==> config.mk <==
export PLATFORM = sky130hd
export DESIGN_NAME = nfam_seq
export DESIGN_NICKNAME = d
export VERILOG_FILES = /design/src/sv/nfam_pkg.sv /design/src/sv/nfam_seq.sv
export SDC_FILE = /design/constraint.sdc
export NUM_CORES = 1
export LEC_CHECK = 0
export BUFFER_PORTS_ARGS = -buffer_cell sky130_fd_sc_hd__buf_2
export CAP_MARGIN = 15
export CORE_UTILIZATION = 58
export DETAILED_ROUTE_END_ITERATION = 8
export MAX_ROUTING_LAYER = met4
export PLACE_DENSITY = 0.81
export SETUP_SLACK_MARGIN = 0.02
export SYNTH_ARGS = -nofsm -noshare
export SYNTH_HDL_FRONTEND = slang
export SYNTH_SLANG_ARGS = --single-unit
==> constraint.sdc <==
create_clock -name clk -period 3 [get_ports clk]
set_input_delay 0.6 -clock clk [delete_from_list [all_inputs] [get_ports clk]]
set_output_delay 0.6 -clock clk [all_outputs]
set_load 0.01 [all_outputs]
==> src/sv/nfam_pkg.sv <==
package nfam_pkg;

	localparam int NUM_STATES     = 32;
	localparam int ALPHABET_LEN   = 26;
	localparam int ALPHABET_FIRST = 97;

	localparam int ROWS    = NUM_STATES * ALPHABET_LEN;
	localparam int ROW_W   = $clog2(ROWS);
	localparam int SYM_W   = (ALPHABET_LEN > 1) ? $clog2(ALPHABET_LEN) : 1;
	localparam int Q_W     = $clog2(NUM_STATES);
	localparam int CNT_W   = $clog2(NUM_STATES + 1);
	localparam int CFG_W   = 32;
	localparam int CFG_IDX_W = 1;

	localparam logic [CFG_IDX_W-1:0] REG_START_STATE = 1'b0;
	localparam logic [CFG_IDX_W-1:0] REG_FINAL_MASK  = 1'b1;

	localparam logic [1:0] KIND_SYMBOL  = 2'd0;
	localparam logic [1:0] KIND_ADD     = 2'd1;
	localparam logic [1:0] KIND_REMOVE  = 2'd2;
	localparam logic [1:0] KIND_RESTART = 2'd3;

	localparam logic [1:0] STATUS_OK        = 2'd0;
	localparam logic [1:0] STATUS_BAD_SYM   = 2'd1;
	localparam logic [1:0] STATUS_NOT_FOUND = 2'd2;

	typedef logic [NUM_STATES-1:0] state_set_t;

	typedef struct packed {
		logic [1:0] kind;
		logic [7:0] symbol;
		logic [4:0] from_state;
		logic [4:0] to_state;
	} req_item_t;

	typedef struct packed {
		logic       accepted;
		logic       alive;
		logic [1:0] status;
	} rsp_item_t;

	typedef struct packed {
		logic      valid;
		rsp_item_t item;
	} seq_res_t;

	typedef struct packed {
		logic                   we;
		logic [ROW_W-1:0]       waddr;
		state_set_t             wdata;
		logic [ROW_W-1:0]       raddr;
	} mem_req_t;

endpackage

==> src/sv/nfam_seq.sv <==
module nfam_seq (
	input  logic                                 clk,
	input  logic                                 arst_n,
	input  logic                                 req_valid,
	output logic                                 req_stall,
	input  nfam_pkg::req_item_t                  req,
	input  logic                                 cfg_we,
	input  logic [nfam_pkg::CFG_IDX_W-1:0]       cfg_index,
	input  logic [nfam_pkg::CFG_W-1:0]           cfg_data,
	output nfam_pkg::mem_req_t                   mem_req,
	input  nfam_pkg::state_set_t                 mem_rdata,
	output nfam_pkg::seq_res_t                   res,
	input  logic                                 res_take
);

	typedef enum logic [5:0] {
		ST_CLEAR   = 6'b000001,
		ST_IDLE    = 6'b000010,
		ST_SCAN    = 6'b000100,
		ST_EDIT_RD = 6'b001000,
		ST_EDIT_WR = 6'b010000,
		ST_DONE    = 6'b100000
	} seq_state_t;

	seq_state_t                    state_q;
	logic [nfam_pkg::ROW_W-1:0]    clr_q;
	logic [nfam_pkg::ROW_W-1:0]    addr_q;
	logic [nfam_pkg::CNT_W-1:0]    cnt_q;
	logic                          rv_s1;
	logic [nfam_pkg::Q_W-1:0]      q_s1;
	nfam_pkg::state_set_t          active_q;
	nfam_pkg::state_set_t          next_q;
	nfam_pkg::state_set_t          bit_q;
	logic [1:0]                    kind_q;
	logic [1:0]                    status_q;
	logic [4:0]                    start_q;
	logic [31:0]                   final_q;

	logic                          accept;
	logic                          in_alpha;
	logic [nfam_pkg::SYM_W-1:0]    sidx;
	logic [nfam_pkg::ROW_W-1:0]    edit_row;
	logic                          edit_ok;
	nfam_pkg::state_set_t          to_bit;
	nfam_pkg::state_set_t          start_bits;
	nfam_pkg::state_set_t          final_ext;
	nfam_pkg::state_set_t          row_hit;
	logic                          edit_write;
	nfam_pkg::state_set_t          edit_data;

	assign accept    = req_valid && (state_q == ST_IDLE);
	assign req_stall = (state_q != ST_IDLE);

	always_comb begin
		in_alpha = (int'(req.symbol) >= nfam_pkg::ALPHABET_FIRST) &&
			(int'(req.symbol) < nfam_pkg::ALPHABET_FIRST + nfam_pkg::ALPHABET_LEN);
		sidx = nfam_pkg::SYM_W'(req.symbol - 8'(nfam_pkg::ALPHABET_FIRST));
		edit_row = nfam_pkg::ROW_W'(int'(req.from_state) * nfam_pkg::ALPHABET_LEN
			+ int'(sidx));
		edit_ok = (int'(req.from_state) < nfam_pkg::NUM_STATES) &&
			(int'(req.to_state) < nfam_pkg::NUM_STATES);
		to_bit = nfam_pkg::state_set_t'(1) << req.to_state;
		start_bits = (int'(start_q) < nfam_pkg::NUM_STATES) ?
			(nfam_pkg::state_set_t'(1) << start_q) : '0;
		final_ext = nfam_pkg::state_set_t'(final_q);
		row_hit = active_q[q_s1] ? mem_rdata : '0;
	end

	always_comb begin
		edit_write = 1'b0;
		edit_data  = mem_rdata;
		if (kind_q == nfam_pkg::KIND_ADD) begin
			edit_write = 1'b1;
			edit_data  = mem_rdata | bit_q;
		end else if ((mem_rdata & bit_q) != '0) begin
			edit_write = 1'b1;
			edit_data  = mem_rdata & ~bit_q;
		end
	end

	always_comb begin
		mem_req.raddr = addr_q;
		if (state_q == ST_CLEAR) begin
			mem_req.we    = 1'b1;
			mem_req.waddr = clr_q;
			mem_req.wdata = '0;
		end else begin
			mem_req.we    = (state_q == ST_EDIT_WR) && edit_write;
			mem_req.waddr = addr_q;
			mem_req.wdata = edit_data;
		end
	end

	always_comb begin
		res.valid         = (state_q == ST_DONE);
		res.item.accepted = |(active_q & final_ext);
		res.item.alive    = |active_q;
		res.item.status   = status_q;
	end

	always_ff @(posedge clk or negedge arst_n) begin
		if (!arst_n) begin
			start_q <= '0;
			final_q <= '0;
		end else if (cfg_we) begin
			unique case (cfg_index)
				nfam_pkg::REG_START_STATE: start_q <= cfg_data[4:0];
				nfam_pkg::REG_FINAL_MASK:  final_q <= cfg_data;
				default: ;
			endcase
		end
	end

	always_ff @(posedge clk or negedge arst_n) begin
		if (!arst_n) begin
			state_q  <= ST_CLEAR;
			clr_q    <= '0;
			addr_q   <= '0;
			rv_s1    <= 1'b0;
			q_s1     <= '0;
			cnt_q    <= '0;
			active_q <= nfam_pkg::state_set_t'(1);
			next_q   <= '0;
			bit_q    <= '0;
			kind_q   <= nfam_pkg::KIND_SYMBOL;
			status_q <= nfam_pkg::STATUS_OK;
		end else begin
			unique case (state_q)
				ST_CLEAR: begin
					clr_q <= nfam_pkg::ROW_W'(clr_q + 1'b1);
					if (clr_q == nfam_pkg::ROW_W'(nfam_pkg::ROWS - 1)) begin
						state_q <= ST_IDLE;
					end
				end
				ST_IDLE: begin
					if (accept) begin
						status_q <= nfam_pkg::STATUS_OK;
						if (req.kind == nfam_pkg::KIND_RESTART) begin
							active_q <= start_bits;
							state_q  <= ST_DONE;
						end else if (!in_alpha) begin
							status_q <= nfam_pkg::STATUS_BAD_SYM;
							state_q  <= ST_DONE;
						end else if (req.kind == nfam_pkg::KIND_SYMBOL) begin
							addr_q  <= nfam_pkg::ROW_W'(sidx);
							cnt_q   <= '0;
							rv_s1   <= 1'b0;
							next_q  <= '0;
							state_q <= ST_SCAN;
						end else if (!edit_ok) begin
							if (req.kind == nfam_pkg::KIND_REMOVE) begin
								status_q <= nfam_pkg::STATUS_NOT_FOUND;
							end
							state_q <= ST_DONE;
						end else begin
							addr_q  <= edit_row;
							bit_q   <= to_bit;
							kind_q  <= req.kind;
							state_q <= ST_EDIT_RD;
						end
					end
				end
				ST_SCAN: begin
					if (cnt_q != nfam_pkg::CNT_W'(nfam_pkg::NUM_STATES)) begin
						rv_s1  <= 1'b1;
						q_s1   <= cnt_q[nfam_pkg::Q_W-1:0];
						cnt_q  <= nfam_pkg::CNT_W'(cnt_q + 1'b1);
						addr_q <= nfam_pkg::ROW_W'(int'(addr_q) + nfam_pkg::ALPHABET_LEN);
					end else begin
						rv_s1 <= 1'b0;
					end
					if (rv_s1) begin
						next_q <= next_q | row_hit;
						if (q_s1 == nfam_pkg::Q_W'(nfam_pkg::NUM_STATES - 1)) begin
							active_q <= next_q | row_hit;
							state_q  <= ST_DONE;
						end
					end
				end
				ST_EDIT_RD: begin
					state_q <= ST_EDIT_WR;
				end
				ST_EDIT_WR: begin
					if (!edit_write) begin
						status_q <= nfam_pkg::STATUS_NOT_FOUND;
					end
					state_q <= ST_DONE;
				end
				ST_DONE: begin
					if (res_take) begin
						state_q <= ST_IDLE;
					end
				end
				default: begin
					state_q <= ST_CLEAR;
				end
			endcase
		end
	end

endmodule
==> out/qor.txt <==
OUTCOME
------------------------------------------------------------------------------------
Failing checks                                                          negative setup slack
Outcome                                                                 complete, but fails checks

GLOBAL ROUTE
------------------------------------------------------------------------------------
Pin count of the biggest net entering global routing                              69
Via count of the first global-routing pass                                      8595
GR Overflow Total                                                                  0
Antenna violations before repair                                                   0
Wire length of the first global-routing pass                                45370 µm
Total routing usage reported by global routing                                34.39%

DETAILED ROUTING
------------------------------------------------------------------------------------
Antenna violation net count after detailed routing                                 0
Initial drt markers                                                              969
DRC Markers                                                                        0
Wire length reported by the detailed router                                 28350 µm
Average wire per cell in the routed design                                  20.56 µm
Ratio of routed vias to standard cells                                         6.426
Router iterations before antenna repair                                            6
Via total after detailed routing                                                8861

TIMING
------------------------------------------------------------------------------------
Final hold slack                                                           0.1427 ns
Max-slew headroom at the worst pin                                            59.25%
PnR worst setup slack                                                    -0.07518 ns
Setup skew after layout                                                   0.01165 ns
Final setup violation count                                                       13
Share of the clock period used by the worst path                              102.5%
Post-route minimum period                                                   3.075 ns
Tightest Pin Transition                                                    0.6113 ns
RSZ-0062 raised after global routing                                            true
Number of endpoints with negative hold slack in the final report                   0
Summed negative setup slack over all endpoints                            -0.3344 ns
Fin. max-slew vios                                                                 0
FMAX                                                                       325.2 MHz

FLOORPLAN
------------------------------------------------------------------------------------
Number of cell rows                                                               47
Effective utilization at floorplan                                            59.46%
Placeable core area                                                      0.01658 mm²
Overall die height                                                          132.4 µm
Die area                                                                 0.01753 mm²
Count of boundary I/O pins                                                       149
Die X                                                                       132.4 µm

SYNTHESIS
------------------------------------------------------------------------------------
Biggest area contributors in the synthesized netlist                    dfrtp_1 44%, mux2_2 8.0%, nand2_1 6.6%
Number of synthesized flops with an enable pin                                     0
Number of warning messages in the yosys log                                        0
Synthesized area divided by synthesized cell count                         10.04 µm²
Post-synthesis instance area                                            0.009861 mm²
Largest area contributor in the netlist                                      dfrtp_1
Yosys top cell area share                                                     43.90%
Share of the yosys chip area belonging to registers                           44.44%
Post-synth net total                                                            1102
Library cells used by synthesis                                                   61
Mapped Cells                                                                     982
Most used flip-flop cell after synthesis                                     dfrtp_1
Number of storage elements in the synthesis netlist                              175
Proportion of synthesized flip-flops having asynchronous set or reset         100.0%

PLACE
------------------------------------------------------------------------------------
Global placer's final weighted congestion                                     0.9715
DPL Wire Length                                                             20500 µm
Worst Setup Slack post-DPL                                                -0.2830 ns
Total cell area at the placement stage                                   0.01110 mm²
Number of port buffers                                                           148

LAYOUT
------------------------------------------------------------------------------------
Ratio of cells with drive above 1 in the final layout                         30.37%
Final net count                                                                 1266
Leading cell type in the layout, fill and taps excluded                      nand2_1
Final non-filler cell area                                               0.01181 mm²
Leading cell types in the layout, fill and taps excluded                174 x nand2_1, 172 x dfrtp_1, 147 x buf_2
# diodes                                                                           0
Layout overhead on the synthesized area                                       19.79%

WORST SETUP PATH
------------------------------------------------------------------------------------
Startpoint-to-endpoint class of the critical path                       flop to output pin
Worst path slowest cell                                                        or4_4
Biggest fanout along the worst timing path                                        12
Element type at the critical path end                                     output pin
Worst stage delay on the critical path                                       0.55 ns
Data required time of the critical path                                      2.40 ns
Most used cell, CP                                                           a22oi_2
List of cells traversed by the critical path                            a22oi_2, buf_4, nand4_1, or4_4, buf_8, nand2_1, a22oi_2, nor2_1, buf_2
Startpoint kind of the worst setup timing path                                  flop
Arrival @ worst endpoint                                                     2.48 ns

POWER AND IR DROP
------------------------------------------------------------------------------------
Sw frac                                                                       27.36%
Final Power                                                               0.005465 W
Sequential cell fraction of total power                                        46.2%
Leakage power                                                               5.735 nW
Power density relative to cell area                                     462.6 mW/mm²
Clock group share of total power                                               40.8%
VDD IR-drop max                                                            0.4309 mV
Switching component of the power                                          0.001495 W
Internal Pwr Total                                                        0.003970 W
Part of the total power dissipated in combinational logic                      12.9%

CLOCKING
------------------------------------------------------------------------------------
Root buffer cell                                                           clkbuf_16
CTS Sinks                                                                        175
Clock-pin slew on the worst setup and hold paths                             0.07 ns
Quantity of hold-fixing buffers added after cts                                    0
Clock Tree Buf Depth                                                               2
CTS buffer count                                                                  17
Clock tree from TritonCTS                                                        yes
Clock latency of the later-clocked register in the worst-skew pair           0.44 ns
Number of H-tree branching levels                                                  4

HOLD PATH
------------------------------------------------------------------------------------
Worst min-delay path class                                              input port to async pin

JOB
------------------------------------------------------------------------------------
Maximum Capacitance Violations                                                     0

## timing repair
action,in CTS,in global routing
pin swaps,4,2
buffers inserted,3,1
resized for setup,13,14
endpoints found under the setup margin,33,35
## per-layer routing
layer	wire (µm)	vias up	GRT usage, %
met5	0	-	-
met4	1263	0	16.92
met3	2512	105	7.113
met2	13180	485	52.19
met1	11400	4318	43.96
li1	-	3953	-
## synthesized netlist by cell type, types with 10 or more instances
cell type,count
o31ai_1,66
mux2_2,70
a22o_1,36
nand3b_1,10
ha_1,27
a21o_1,35
a21oi_1,16
nand3_1,17
clkbuf_1,37
nor2_1,53
nand4_1,13
xnor2_1,14
a22oi_1,60
dfrtp_1,173
o21ai_0,26
buf_1,13
inv_1,15
nand2_1,174
nor4_1,12
## registers in the layout (all words and copies together), names as in the netlist
register and flops:
start_q 5, addr_q 10, state_q 6, active_q 32, status_q 2, bit_q 32
kind_q 2, cnt_q 6, final_ext 32, rv_s1 1, q_s1 5, clr_q 10
next_q 32
## critical path: cells and delay by family (launching register included)
family / cells / cell delay [ns]
flops: 1 / 0.39
buf+inv: 3 / 0.50
simple gates: 4 / 0.93
compound gates: 2 / 0.23
## metrics by stage
step	cells	utilization, %
global route	1379	71.23
CTS	1378	70.85
detailed placement	1343	66.92
finish	1379	71.23
global placement	1343	66.92
floorplan	982	-
## kinds of logic after synthesis
kind of cell | after synthesis | synth area share (%)
AND/OR/NAND/NOR | 331 | 15.65
AO/OA/AOI/OAI | 265 | 19.86
flip-flops | 175 | 44.44
multiplexers | 84 | 10.56
buffers and inverters | 74 | 3.286
adder cells (fa/ha/maj) | 30 | 4.035
XOR/XNOR | 23 | 2.183
## final cells by class
cell class / instances / area [µm²]
Tap cell: 220 / 275.3
Timing Repair Buffer: 203 / 1254
Clock buffer: 18 / 439.2
Clock inverter: 14 / 145.1
Multi-Input combinational cell: 733 / 5254
Fill cell: 1255 / 4771
Inverter: 16 / 62.56
Sequential cell: 175 / 4383
## power groups by stage
stage | sequential, W | clock [W] | combinational [W]
floorplan | 0.00253 | 0 | 0.000391
global placement | 0.00256 | 0 | 0.000675
detailed placement | 0.00256 | 0 | 0.000695
CTS | 0.00252 | 0.00224 | 0.000701
global route | 0.00253 | 0.00233 | 0.000771
finish | 0.00253 | 0.00223 | 0.000707
## path summary, 6_finish.rpt
kind | slack, ns | startpoint | to | cells after the start
min reg2reg | 0.50 | clr_q[9] | clr_q[9] | 1
max | -0.08 | bit_q[7] | mem_req[18] | 9
min | 0.14 | arst_n | final_ext[11] | 1
max in group asynchronous | 2.03 | arst_n | state_q[0] | 2
min in group clk | 0.39 | res_take | state_q[5] | 2
max reg2reg | 0.22 | state_q[4] | active_q[16] | 8
Note: power is estimated with default switching activity, not from simulation.
